### config.mk
export PLATFORM = sky130hd
export DESIGN_NAME = uart_command_byte_decoder_unit_flat
export DESIGN_NICKNAME = d
export VERILOG_FILES = /design/src/rtl/ucbd_pkg.sv /design/src/rtl/ucbd_if.sv /design/src/rtl/ucbd_frame_det.sv /design/src/rtl/ucbd_stop_det.sv /design/src/rtl/ucbd_arm_det.sv /design/src/rtl/uart_command_byte_decoder_unit.sv /design/src/flat_wrapper.sv
export SDC_FILE = /design/constraint.sdc
export NUM_CORES = 1
export LEC_CHECK = 0
export ABC_AREA = 1
export BUFFER_PORTS_ARGS = -buffer_cell sky130_fd_sc_hd__buf_2
export CAP_MARGIN = 20
export CORE_MARGIN = 4
export CORE_UTILIZATION = 35
export CTS_CLUSTER_DIAMETER = 100
export CTS_CLUSTER_SIZE = 24
export DETAILED_ROUTE_END_ITERATION = 7
export GPL_TIMING_DRIVEN = 0
export SLEW_MARGIN = 20
export SYNTH_ARGS = -nofsm -noshare
export SYNTH_HDL_FRONTEND = slang
export SYNTH_SLANG_ARGS = --single-unit
### constraint.sdc
create_clock -name clk -period 1.69 [get_ports clk]
set_input_delay 0.507 -clock clk [delete_from_list [all_inputs] [get_ports clk]]
set_output_delay 0.507 -clock clk [all_outputs]
set_load 0.01 [all_outputs]
### src/rtl/ucbd_pkg.sv
// Package for the UART command byte decoder: character codes,
// detector phase encodings and the frame detector result bundle.
// No dependencies.
package ucbd_pkg;

  // Command characters
  localparam logic [7:0] CH_HEAD = 8'h23;  // '#'
  localparam logic [7:0] CH_TAIL = 8'h21;  // '!'
  localparam logic [7:0] CH_QUES = 8'h3F;  // '?'
  localparam logic [7:0] CH_STAR = 8'h2A;  // '*'
  localparam logic [7:0] CH_DASH = 8'h2D;  // '-'
  localparam logic [7:0] CH_LPAR = 8'h28;  // '('
  localparam logic [7:0] CH_RPAR = 8'h29;  // ')'
  localparam logic [7:0] CH_LO   = 8'h6F;  // 'o'
  localparam logic [7:0] CH_LW   = 8'h77;  // 'w'

  // Frame detector phases
  typedef enum logic [1:0] {
    FRM_WAIT_HEAD = 2'd0,
    FRM_TAKE_ONE  = 2'd1,
    FRM_TAKE_TWO  = 2'd2,
    FRM_WAIT_TAIL = 2'd3
  } frame_phase_t;

  // Stop detector phases
  typedef enum logic [1:0] {
    STOP_IDLE     = 2'd0,
    STOP_SEEN_Q   = 2'd1,
    STOP_SEEN_QS  = 2'd2,
    STOP_LATCHED  = 2'd3
  } stop_phase_t;

  // Two-byte arm, third-byte fire detector phases
  typedef enum logic [1:0] {
    ARM_IDLE       = 2'd0,
    ARM_SEEN_FIRST = 2'd1,
    ARM_ARMED      = 2'd2
  } arm_phase_t;

  // Frame detector outputs, state after the current byte
  typedef struct packed {
    logic [7:0] motor_one;
    logic [7:0] motor_two;
    logic       frame_closed;
  } frame_res_t;

endpackage

### src/rtl/ucbd_if.sv
// Valid/ready channel interfaces for the UART command byte decoder.
// Request carries one received byte, result carries the decoded outputs.
interface ucbd_req_if;
  logic       valid;
  logic       ready;
  logic [7:0] rx_byte;

  modport source (output valid, output rx_byte, input ready);
  modport sink   (input valid, input rx_byte, output ready);
endinterface

interface ucbd_rsp_if;
  logic       valid;
  logic       ready;
  logic [7:0] motor_one;
  logic [7:0] motor_two;
  logic       frame_closed;
  logic       stop_request;
  logic       enc_clear;
  logic       pins_clear;

  modport source (output valid, output motor_one, output motor_two,
                  output frame_closed, output stop_request,
                  output enc_clear, output pins_clear, input ready);
  modport sink   (input valid, input motor_one, input motor_two,
                  input frame_closed, input stop_request,
                  input enc_clear, input pins_clear, output ready);
endinterface

### src/rtl/ucbd_frame_det.sv
// Frame detector: '#', two payload bytes, then wait for '!'.
// Depends on ucbd_pkg.
module ucbd_frame_det (
  input  logic                  clk,
  input  logic                  rst,
  input  logic                  take,
  input  logic [7:0]            rx_byte,
  output ucbd_pkg::frame_res_t  res
);

  ucbd_pkg::frame_phase_t phase, phase_next;
  logic [7:0] payload_one, payload_one_next;
  logic [7:0] payload_two, payload_two_next;

  // Next state
  always_comb begin
    phase_next       = phase;
    payload_one_next = payload_one;
    payload_two_next = payload_two;
    case (phase)
      ucbd_pkg::FRM_WAIT_HEAD: begin
        if (rx_byte == ucbd_pkg::CH_HEAD) phase_next = ucbd_pkg::FRM_TAKE_ONE;
      end
      ucbd_pkg::FRM_TAKE_ONE: begin
        payload_one_next = rx_byte;
        phase_next       = ucbd_pkg::FRM_TAKE_TWO;
      end
      ucbd_pkg::FRM_TAKE_TWO: begin
        payload_two_next = rx_byte;
        phase_next       = ucbd_pkg::FRM_WAIT_TAIL;
      end
      ucbd_pkg::FRM_WAIT_TAIL: begin
        if (rx_byte == ucbd_pkg::CH_TAIL) phase_next = ucbd_pkg::FRM_WAIT_HEAD;
      end
      default: phase_next = ucbd_pkg::FRM_WAIT_HEAD;
    endcase
  end

  // Outputs reflect the state after this byte
  always_comb begin
    res.motor_one    = payload_one_next;
    res.motor_two    = payload_two_next;
    res.frame_closed = (phase == ucbd_pkg::FRM_WAIT_TAIL) &&
                       (rx_byte == ucbd_pkg::CH_TAIL);
  end

  always_ff @(posedge clk) begin
    if (rst) begin
      phase       <= ucbd_pkg::FRM_WAIT_HEAD;
      payload_one <= 8'd0;
      payload_two <= 8'd0;
    end else if (take) begin
      phase       <= phase_next;
      payload_one <= payload_one_next;
      payload_two <= payload_two_next;
    end
  end

endmodule

### src/rtl/ucbd_stop_det.sv
// Stop detector: '?','*','-' latches a sticky stop request until reset.
// Depends on ucbd_pkg.
module ucbd_stop_det (
  input  logic       clk,
  input  logic       rst,
  input  logic       take,
  input  logic [7:0] rx_byte,
  output logic       stop_request
);

  ucbd_pkg::stop_phase_t phase, phase_next;

  // Next state; a wrong byte mid-sequence drops back to idle
  always_comb begin
    phase_next = phase;
    case (phase)
      ucbd_pkg::STOP_IDLE: begin
        if (rx_byte == ucbd_pkg::CH_QUES) phase_next = ucbd_pkg::STOP_SEEN_Q;
      end
      ucbd_pkg::STOP_SEEN_Q: begin
        phase_next = (rx_byte == ucbd_pkg::CH_STAR) ? ucbd_pkg::STOP_SEEN_QS
                                                    : ucbd_pkg::STOP_IDLE;
      end
      ucbd_pkg::STOP_SEEN_QS: begin
        phase_next = (rx_byte == ucbd_pkg::CH_DASH) ? ucbd_pkg::STOP_LATCHED
                                                    : ucbd_pkg::STOP_IDLE;
      end
      ucbd_pkg::STOP_LATCHED: phase_next = ucbd_pkg::STOP_LATCHED;
      default:                phase_next = ucbd_pkg::STOP_IDLE;
    endcase
  end

  // Output
  always_comb begin
    stop_request = (phase_next == ucbd_pkg::STOP_LATCHED);
  end

  always_ff @(posedge clk) begin
    if (rst) begin
      phase <= ucbd_pkg::STOP_IDLE;
    end else if (take) begin
      phase <= phase_next;
    end
  end

endmodule

### src/rtl/ucbd_arm_det.sv
// Arm-and-fire detector: two bytes arm it, a third byte fires a pulse.
// Used for encoder clear and pin clear. Depends on ucbd_pkg.
module ucbd_arm_det (
  input  logic       clk,
  input  logic       rst,
  input  logic       take,
  input  logic [7:0] rx_byte,
  input  logic [7:0] first_char,
  input  logic [7:0] second_char,
  input  logic [7:0] fire_char,
  output logic       pulse
);

  ucbd_pkg::arm_phase_t phase, phase_next;

  // Next state; once armed, other bytes are ignored
  always_comb begin
    phase_next = ucbd_pkg::ARM_IDLE;
    case (phase)
      ucbd_pkg::ARM_SEEN_FIRST: begin
        phase_next = (rx_byte == second_char) ? ucbd_pkg::ARM_ARMED
                                              : ucbd_pkg::ARM_IDLE;
      end
      ucbd_pkg::ARM_ARMED: begin
        phase_next = (rx_byte == fire_char) ? ucbd_pkg::ARM_IDLE
                                            : ucbd_pkg::ARM_ARMED;
      end
      default: begin
        phase_next = (rx_byte == first_char) ? ucbd_pkg::ARM_SEEN_FIRST
                                             : ucbd_pkg::ARM_IDLE;
      end
    endcase
  end

  // Output
  always_comb begin
    pulse = (phase == ucbd_pkg::ARM_ARMED) && (rx_byte == fire_char);
  end

  always_ff @(posedge clk) begin
    if (rst) begin
      phase <= ucbd_pkg::ARM_IDLE;
    end else if (take) begin
      phase <= phase_next;
    end
  end

endmodule

### src/rtl/uart_command_byte_decoder_unit.sv
// UART command byte decoder, top level. An accepted byte's result is
// loaded into the output register in the next cycle. Throughput: one byte per cycle;
// a new byte is taken whenever the output register is empty or being drained.
// Reset (rst, synchronous): all detectors idle, payloads 0, stop cleared,
// no result pending. Depends on ucbd_pkg, ucbd_if and the detector modules.
module uart_command_byte_decoder_unit (
  input  logic        clk,
  input  logic        rst,
  ucbd_req_if.sink    req,
  ucbd_rsp_if.source  rsp
);

  logic                 take;
  ucbd_pkg::frame_res_t frame_res;
  logic                 stop_now;
  logic                 enc_now;
  logic                 pin_now;

  logic                 res_valid;
  ucbd_pkg::frame_res_t res_frame;
  logic                 res_stop;
  logic                 res_enc;
  logic                 res_pin;

  // Handshake: output register frees up when empty or taken this cycle
  assign req.ready = !res_valid || rsp.ready;
  assign take      = req.valid && req.ready;

  // Detectors
  ucbd_frame_det u_frame (
    .clk     (clk),
    .rst     (rst),
    .take    (take),
    .rx_byte (req.rx_byte),
    .res     (frame_res)
  );

  ucbd_stop_det u_stop (
    .clk          (clk),
    .rst          (rst),
    .take         (take),
    .rx_byte      (req.rx_byte),
    .stop_request (stop_now)
  );

  ucbd_arm_det u_enc (
    .clk         (clk),
    .rst         (rst),
    .take        (take),
    .rx_byte     (req.rx_byte),
    .first_char  (ucbd_pkg::CH_LPAR),
    .second_char (ucbd_pkg::CH_DASH),
    .fire_char   (ucbd_pkg::CH_RPAR),
    .pulse       (enc_now)
  );

  ucbd_arm_det u_pin (
    .clk         (clk),
    .rst         (rst),
    .take        (take),
    .rx_byte     (req.rx_byte),
    .first_char  (ucbd_pkg::CH_LO),
    .second_char (ucbd_pkg::CH_LW),
    .fire_char   (ucbd_pkg::CH_LO),
    .pulse       (pin_now)
  );

  // Result register valid
  always_ff @(posedge clk) begin
    if (rst) begin
      res_valid <= 1'b0;
    end else if (take) begin
      res_valid <= 1'b1;
    end else if (rsp.ready) begin
      res_valid <= 1'b0;
    end
  end

  // Result register payload
  always_ff @(posedge clk) begin
    if (take) begin
      res_frame <= frame_res;
      res_stop  <= stop_now;
      res_enc   <= enc_now;
      res_pin   <= pin_now;
    end
  end

  assign rsp.valid         = res_valid;
  assign rsp.motor_one     = res_frame.motor_one;
  assign rsp.motor_two     = res_frame.motor_two;
  assign rsp.frame_closed  = res_frame.frame_closed;
  assign rsp.stop_request  = res_stop;
  assign rsp.enc_clear     = res_enc;
  assign rsp.pins_clear    = res_pin;

  // Stop request never drops once reported
  a_stop_sticky: assert property (@(posedge clk) disable iff (rst)
    (rsp.valid && rsp.stop_request) |=> rsp.stop_request)
    else $error("stop request dropped after being reported");

  // A single byte closes at most one command kind
  a_pulse_excl: assert property (@(posedge clk) disable iff (rst)
    rsp.valid |-> $onehot0({rsp.frame_closed, rsp.enc_clear, rsp.pins_clear}))
    else $error("more than one completion pulse on one byte");

  // Every accepted byte produces a pending result next cycle
  a_accept_result: assert property (@(posedge clk) disable iff (rst)
    take |=> rsp.valid)
    else $error("accepted byte produced no result");

  // Empty output register never blocks the input
  a_no_idle_stall: assert property (@(posedge clk) disable iff (rst)
    !res_valid |-> req.ready)
    else $error("input stalled with empty output register");

endmodule
### src/flat_wrapper.sv
// flat-port wrapper written by rule: the top's interface ports become plain ports
module uart_command_byte_decoder_unit_flat 
  (clk, rst, req_valid, req_rx_byte, req_ready, rsp_valid, rsp_motor_one, rsp_motor_two, rsp_frame_closed, rsp_stop_request, rsp_enc_clear, rsp_pins_clear, rsp_ready);
  ucbd_req_if req_i ();
  ucbd_rsp_if rsp_i ();
  input  logic clk;
  input  logic rst;
  input wire logic [$bits(req_i.valid)-1:0] req_valid;
  input wire logic [$bits(req_i.rx_byte)-1:0] req_rx_byte;
  output wire logic [$bits(req_i.ready)-1:0] req_ready;
  output wire logic [$bits(rsp_i.valid)-1:0] rsp_valid;
  output wire logic [$bits(rsp_i.motor_one)-1:0] rsp_motor_one;
  output wire logic [$bits(rsp_i.motor_two)-1:0] rsp_motor_two;
  output wire logic [$bits(rsp_i.frame_closed)-1:0] rsp_frame_closed;
  output wire logic [$bits(rsp_i.stop_request)-1:0] rsp_stop_request;
  output wire logic [$bits(rsp_i.enc_clear)-1:0] rsp_enc_clear;
  output wire logic [$bits(rsp_i.pins_clear)-1:0] rsp_pins_clear;
  input wire logic [$bits(rsp_i.ready)-1:0] rsp_ready;
  assign req_i.valid = req_valid;
  assign req_i.rx_byte = req_rx_byte;
  assign req_ready = req_i.ready;
  assign rsp_valid = rsp_i.valid;
  assign rsp_motor_one = rsp_i.motor_one;
  assign rsp_motor_two = rsp_i.motor_two;
  assign rsp_frame_closed = rsp_i.frame_closed;
  assign rsp_stop_request = rsp_i.stop_request;
  assign rsp_enc_clear = rsp_i.enc_clear;
  assign rsp_pins_clear = rsp_i.pins_clear;
  assign rsp_i.ready = rsp_ready;
  uart_command_byte_decoder_unit u_core (.clk(clk), .rst(rst), .req(req_i), .rsp(rsp_i));
endmodule
-- Word level (Yosys, flattened, before mapping)
Cells that the tools add are included.
- register bits: 45
- bits of input ports: 12
- output and inout bits: 22
- equality and inequality tests: 22
- multiplexer cells: 19
- reduce and logical (&&, ||, !) cells: 10
- operators by type and width (kind ; number):
    8-bit by 6-bit equality test with 1-bit output, second input constant ; 7
    2-bit 2-to-1 mux ; 9
    8-bit by 7-bit equality test with 1-bit output, second input constant ; 2
    8-bit 2-to-1 mux ; 2
    2-bit one-hot mux with 4 select lines ; 2
    2-bit equality test, second input constant ; 7
    2-bit by 1-bit equality test with 1-bit output, second input constant ; 4
    2-bit one-hot mux with 2 select lines ; 2
    1-bit logical AND ; 4
    2-bit logical NOT ; 2
    1-bit 2-to-1 mux ; 4
    3-bit AND reduction ; 1
    2-bit by 1-bit != test with 1-bit output, second input constant ; 1
    2-bit != test, second input constant ; 1
    2-bit nonzero test ; 1
    1-bit logical NOT ; 1
    1-bit logical OR ; 1

-- Longest topological paths before layout
Gate-level depths: netlist of the first run.
- depth in word-level cells: 4
- mapped depth: 8
- mapped depth without buffers: 8

-- Cells and area by module
A second synthesis of the first run with hierarchy kept.
- cells, all modules: 404
- area, all modules: 2844.0 sq um
- modules (own cells, without submodules) (module ; times used ; cells an instance ; area each (sq um)):
    ucbd_frame_det ; 1 ; 163 ; 1047.3
    uart_command_byte_decoder_unit ; 1 ; 28 ; 655.6
    ucbd_arm_det at u_core.u_pin ; 1 ; 88 ; 476.7
    ucbd_arm_det at u_core.u_enc ; 1 ; 86 ; 469.2
    ucbd_stop_det ; 1 ; 39 ; 195.2

-- Worst setup path after synthesis of the first run
Ideal clock, no wire load.
- kind: input -> register
- start: input rsp_ready
- end: register u_core.u_frame.phase[0]
- data arrival time: 1470 ps
- required time: 1575 ps
- setup slack: 105 ps
- stages on the path: 7
- path through: inv_1 > a21oi_4 > nand3_2 > nand2_2 > nand3_1 > nand2_1 > nor2_1
- word-level cells in the longest chain between the ends: 3
- RTL lines (what ; line ; text):
    start: declaration ; flat_wrapper.sv:18 ; input wire logic [$bits(rsp_i.ready)-1:0] rsp_ready;
    1-bit logical OR ; uart_command_byte_decoder_unit.sv:26 ; assign req.ready = !res_valid || rsp.ready;
    1-bit logical AND ; uart_command_byte_decoder_unit.sv:27 ; assign take = req.valid && req.ready;
    named net u_core.take ; uart_command_byte_decoder_unit.sv:13 ; logic take;
    3-bit AND reduction (no source line) ; n/a ;
    end signal: assignment ; ucbd_frame_det.sv:49 ; phase <= ucbd_pkg::FRM_WAIT_HEAD;
    end signal: assignment ; ucbd_frame_det.sv:53 ; phase <= phase_next;
    end: declaration ; ucbd_frame_det.sv:11 ; ucbd_pkg::frame_phase_t phase, phase_next;
The timed path passes the listed nets, and every way through them passes these cells.
A chain may end at the register's enable or synchronous reset.

-- Worst setup path after layout of the first run
- start: register u_core.res_valid (netlist: u_core.rsp.valid)
- end: output req_ready
- word-level cells in the longest chain between the ends: 2
- RTL lines (what ; line ; text):
    start: declaration ; uart_command_byte_decoder_unit.sv:19 ; logic res_valid;
    start signal: assignment ; uart_command_byte_decoder_unit.sv:71 ; res_valid <= 1'b0;
    start signal: assignment ; uart_command_byte_decoder_unit.sv:73 ; res_valid <= 1'b1;
    start signal: assignment ; uart_command_byte_decoder_unit.sv:75 ; res_valid <= 1'b0;
    1-bit logical NOT ; uart_command_byte_decoder_unit.sv:26 ;
    1-bit logical OR ; uart_command_byte_decoder_unit.sv:26 ;
    end: declaration ; flat_wrapper.sv:10 ; output wire logic [$bits(req_i.ready)-1:0] req_ready;
No other way between the ends.

==> results of run 1 <==
-- synthesized netlist by cell type (all sizes together) --
library cell and count:
or2 1, ha 9, o21ai 38, nor4b 1
nand3 8, clkbuf 3, nor2 22, dfxtp 25
edfxtp 20, a211oi 1, nor3 3, inv 37
a21oi 23, nand2 48, and3 1, buf 4
-- final cells by class --
class / count / area, µm²
Tap cell: 72 / 90.1
Clock inverter: 2 / 37.5
Timing Repair Buffer: 33 / 165
Buffer: 7 / 48.8
Clock buffer: 6 / 82.6
Multi-Input combinational cell: 156 / 816
Sequential cell: 45 / 1100
Fill cell: 575 / 3160
Inverter: 37 / 139
-- state kept, by name (all words and copies together), names as in the netlist --
| register | flops |
|---|---|
| u_core.rsp.enc_clear | 1 |
| u_core.u_pin.phase | 2 |
| u_core.rsp.stop_request | 1 |
| u_core.u_enc.phase | 2 |
| u_core.rsp.motor_two | 8 |
| u_core.rsp.valid | 1 |
| u_core.u_frame.payload_two | 8 |
| u_core.u_frame.payload_one | 8 |
| u_core.rsp.motor_one | 8 |
| u_core.u_frame.phase | 2 |
| u_core.rsp.frame_closed | 1 |
| u_core.rsp.pins_clear | 1 |
| u_core.u_stop.phase | 2 |
-- worst paths after layout --
path	start	endpoint	slack, ns
max	u_core.rsp.valid$_SDFFE_PP0P_	req_ready	0.11
min	rst	u_core.u_pin.phase[1]$_SDFFE_PP0P_	0.39
max reg2reg	u_core.u_frame.phase[1]$_SDFFE_PP0P_	u_core.u_frame.payload_one[7]$_SDFFE_PP0P_	0.15
min reg2reg	u_core.u_frame.payload_two[3]$_SDFFE_PP0P_	u_core.u_frame.payload_two[3]$_SDFFE_PP0P_	0.45
-- critical path, stage by stage (launching register included) --
cell and delay (ns):
dfxtp_1 0.49, nand2_2 0.13, buf_2 0.16
-- stage by stage --
step                      std cells  area, µm²  TNS [ns]  worst slack [ns]  util, %
after floorplan                 244       2100         0             0.105        -
after global placement          349       2350     -1.91            -0.238     41.7
after detailed placement        349       2350     -2.94            -0.271     41.7
after CTS                       357       2470         0            0.0280     43.8
after global routing            358       2480   -0.0152          -0.00775     44.0
final                           358       2480         0             0.107     44.0
-- logic make-up (layout without fill, tap and decap cells) --
logic type	count (synthesis)	in the layout	share of synthesized area [%]
flip-flops	45	45	52.5
AO/OA/AOI/OAI	62	63	16.0
AND/OR/NAND/NOR	84	84	17.1
buffers and inverters	44	85	8.95
adder cells (fa/ha/maj)	9	9	5.37
-- metal layers --
layer | track usage, % | vias to the layer above | wire length, µm
li1 | - | 874 | -
met4 | 5.32 | 0 | 61
met2 | 22.0 | 44 | 2270
met3 | 2.72 | 6 | 309
met5 | 0 | - | 0
met1 | 16.0 | 816 | 2120
-- power by group --
part           switching, mW  leakage, nW  total, mW  internal [mW]
logic                  0.200        0.574      0.302          0.103
registers             0.0263        0.408       1.26           1.23
clock network          0.366       0.0574      0.847          0.481
total                  0.592         1.04       2.41           1.82
==> results.ini, run 1 <==
[route]
routed_wl_um=4770
final_antenna_net_count=0
initialDrtViolationCount=109
routedWlPerCell_um=13.3
drc=0
vias_per_cell=4.86
routed-via-count=1740
drtPass1Iterations=4

[finish]
num_antenna_cells=0
area_growth_pct=18.3
drive_gt1_share_pct=19.6
mostFrequentLayoutCell=nand2_1
final_cell_mix=45 x nand2_1, 37 x o21ai_0, 36 x inv_1, 34 x buf_2, 25 x dfxtp_1
nNetsFinal=306

[power_and_ir_drop]
power.total_mw=2.41
p_per_area_nw_per_um2=971
leakage_nw=1.04
ir_drop_uv=410

[clock_network]
cts.sinks=45
postCtsHoldBufs=0
clk_latency_ns=0.29
root_buffer=clkbuf_8
ctsResizeCount=0
clk_pin_slew_ns=0.08
htreeDepth=2
cts_tree=yes
cts_inserted_buffers=5
post_cts_buffers=0
clk_path_buf_depth=2

[global_routing]
gr-total-overflow=0
grt_pass1_wl_um=7570
groute.usage.overall_pct=13.0
antenna_found_initial=0
grt_pass1_vias=1616
grt_max_degree=30

[sta]
fmax_ghz=0.632
worst_slew_pin_slew_ns=0.882
period_minus_slack_ns=1.58
hold_viol_final=0
slew_violations=0
skew_ns=0.00376
timing.final.crit_share_pct=93.7
slew_headroom_pct=41.2
timing.hold.ws_ns=0.391
setup_violations=0
rsz0062_at_grt=true

[synth]
synth_cells=244
synth_seq_cells=45
syn_avg_cell_area_um2=8.59
synth_top_area_share_pct=28.7
synthTopCellsByArea=edfxtp_1 29%, dfxtp_1 24%, o21ai_0 8.8%, nand2_1 8.1%, inv_1 6.4%
syn_area_um2=2100
seq_area_frac_synth_pct=52.5
ys_types=26
ys.warnings.count=0
synth_top_area_cell=edfxtp_1
synthesis.nets=265

[floorplanning]
dieArea_um2=7290
io_pins=34
rows=27
die_h_um=85.4
fp.dieW_um=85.4
initial_core_util_pct=37.1
core_area_um2=5640

[worst_setup_path]
crit_required_ns=1.18
path_max_fanout=4
reg2regPathDepth=6
path_class=reg2out
end_kind=primary output
critPathLaunchType=flip-flop
critPathArrivalTime_ns=1.08

[placed_design]
gp_congestion=0.809
port_buffers=33
hpwl_um=3260

[min_path]
holdPathStages=2
hold_path_class=in2reg

[status]
status=finished, final reports clean

[job]
cap_violations=0

No activity file was read; power rests on OpenSTA's default activity.
==> run 2: changes to the inputs <==
SYNTH_HIERARCHICAL = 1   (was default)
==> run 2 against run 1 <==
Compared with the run above: clock-buffer cell count grew 1; fmax shrank 0.85%; synthesized cell count grew 66%; routed wire length grew 37%; critical path depth is the same; total power grew 0.16%; highest routed layer unchanged.
==> results.ini, run 2 <==
[status]
status=finished, final reports clean

[route]
routed-via-count=2571
drc=0
routedWlPerCell_um=10.5
routed_wl_um=6540
drtPass1Iterations=4
initialDrtViolationCount=103
vias_per_cell=4.15
final_antenna_net_count=0

[clock_network]
clk_pin_slew_ns=0.08
root_buffer=clkbuf_8
postCtsHoldBufs=0
cts_tree=yes
clk_latency_ns=0.30
clk_path_buf_depth=2
cts.sinks=45
cts_inserted_buffers=5
htreeDepth=2

[sta]
hold_viol_final=0
worst_slew_pin_slew_ns=0.558
skew_ns=0.00367
period_minus_slack_ns=1.60
tns_ns=0
slew_violations=0
fmax_ghz=0.626
fin_ws_ns=0.0931
setup_violations=0
slew_headroom_pct=62.7
rsz0062_at_grt=false
timing.final.crit_share_pct=94.5

[floorplanning]
core_area_um2=7810
die_h_um=98.1
initial_core_util_pct=36.4
io_pins=34
dieArea_um2=9630
rows=32
fp.dieW_um=98.1

[power_and_ir_drop]
p_per_area_nw_per_um2=679
leakage_nw=1.80
ir_drop_uv=306

[worst_setup_path]
reg2regPathDepth=7
path_delay_family=flip-flops
crit_slowest_cell=dfxtp_1
crit_chain=nand2_2 -> buf_2
critPathLaunchType=flip-flop
critPathArrivalTime_ns=1.09
crit_buf_inv=1
path_max_fanout=4
crit_required_ns=1.18
path_class=reg2out
slowest_delay_ns=0.54
worstSetupPathDepth=2
end_kind=primary output

[synth]
synth.most_common_cell=nand2_1
synth_common_cells=101 x nand2_1, 85 x inv_1, 36 x o21ai_0
synthTopCellsByArea=edfxtp_1 21%, dfxtp_1 18%, nand2_1 13%, inv_1 11%, o21ai_0 6.3%
syn_avg_cell_area_um2=7.04
synth_cells=404
ys_types=29
synth_seq_cells=45
ys.warnings.count=6
synth_edf_count=20
synth_ff_type=dfxtp_1
synth_top_area_cell=edfxtp_1
synth_top_area_share_pct=21.1
async_flop_share_pct=0
syn_area_um2=2840
seq_area_frac_synth_pct=38.7

[min_path]
holdPathStages=2
hold_path_class=in2reg

[global_routing]
gr-total-overflow=0
grt_max_degree=16
grt_pass1_vias=2373
groute.usage.overall_pct=14.2
grt_pass1_wl_um=11100
antenna_found_initial=0

[placed_design]
hpwl_um=4340
pre_cts_ws_ns=-0.477
port_buffers=33
gp_congestion=0.729

[finish]
mostFrequentLayoutCell=nand2_1
num_antenna_cells=0
drive_gt1_share_pct=14.3
final_cell_mix=101 x nand2_1, 82 x inv_1, 71 x conb_1, 35 x buf_2, 29 x nor2_1
area_growth_pct=24.9
final_util_pct=45.5
nNetsFinal=538
fillerInstances=798

[job]
cap_violations=0

run 2: cell types whose count changed in the layout (fill, tap and decap cells not counted), sizes merged, moves of 2 or more:
cell	before	now
inv	37	90
o211ai	0	2
nand3	8	10
nand2	48	104
xor2	0	8
nor2	22	33
conb	0	71
a21boi	0	2
buf	37	42
o22ai	0	2
xnor2	0	15
nand4	0	6
run 2: logic make-up (layout without fill, tap and decap cells):
logic type	Yosys count	in the layout	share of synthesized area, %
buf+inv	98	142	13.6
other cells	2	71	0.264
fa+ha+maj	9	9	3.96
flops	45	45	38.7
simple gates	159	159	23.3
compound gates	68	69	13.1
xor+xnor	23	23	7.08
run 2: report_power, final:
| group | switching, mW | total (mW) | leakage (nW) | internal [mW] |
|---|---|---|---|---|
| Clock | 0.361 | 0.654 | 0.0385 | 0.293 |
| Sequential | 0.0249 | 1.25 | 0.407 | 1.23 |
| Combinational | 0.321 | 0.504 | 1.36 | 0.182 |
| Total | 0.707 | 2.41 | 1.80 | 1.70 |
run 2: per-stage QoR:
stage / hold slack, ns / instance area (µm²) / instances / power [mW]
floorplan: 0.457 / 3140 / 473 / 1.61
global placement: 0.479 / 3430 / 608 / 1.75
detailed placement: 0.481 / 3430 / 608 / 1.76
CTS: 0.481 / 3520 / 617 / 2.43
global route: 0.479 / 3550 / 620 / 2.57
finish: 0.478 / 3550 / 620 / 2.41
run 2: timing repair:
| action | 4_1_cts | 5_1_grt |
|---|---|---|
| pin swaps | 1 | 1 |
| setup buffers | 0 | 3 |
| resized for setup | 0 | 1 |
| setup endpoints to repair | 19 | 13 |
| cloned | 1 | 0 |
run 2: layout make-up:
| class | instances | area, µm² | share of cell area (%) |
|---|---|---|---|
| buffer | 7 | 68.8 | 1.94 |
| clock buffer | 7 | 76.3 | 2.15 |
| clock inverter | 1 | 7.51 | 0.211 |
| inverter | 91 | 342 | 9.62 |
| multi-input combinational | 331 | 1640 | 46.2 |
| sequential | 45 | 1100 | 31.0 |
| tap | 102 | 128 | 3.59 |
| timing repair buffer | 36 | 188 | 5.28 |
run 2: metal layers:
layer  GRT usage, %  wire length (µm)  vias to the layer above
met5              0                 0                        -
met4           2.94                64                        0
met3           3.36               376                        8
met2           23.4              3020                       54
met1           19.0              3070                     1107
li1               -                 -                     1402
run 2: final timing paths:
| kind | start | to | slack (ns) |
|---|---|---|---|
| max reg2reg | u_core/u_frame/phase[0]$_SDFFE_PP0P_ | u_core/u_frame/payload_two[5]$_SDFFE_PP0P_ | 0.21 |
| max | u_core/rsp.valid$_SDFFE_PP0P_ | req_ready | 0.09 |
| min reg2reg | u_core/u_pin/phase[0]$_SDFFE_PP0P_ | u_core/u_pin/phase[0]$_SDFFE_PP0P_ | 0.49 |
| min | rst | u_core/u_enc/phase[1]$_SDFFE_PP0P_ | 0.48 |
run 2: worst reg2reg max path, stage by stage, from the launching register on:
cell and delay [ns]:
dfxtp_1 0.36, inv_1 0.10, ha_1 0.32, buf_6 0.19, nand2_1 0.05, o21ai_0 0.14
o21ai_1 0.17, inv_1 0.05
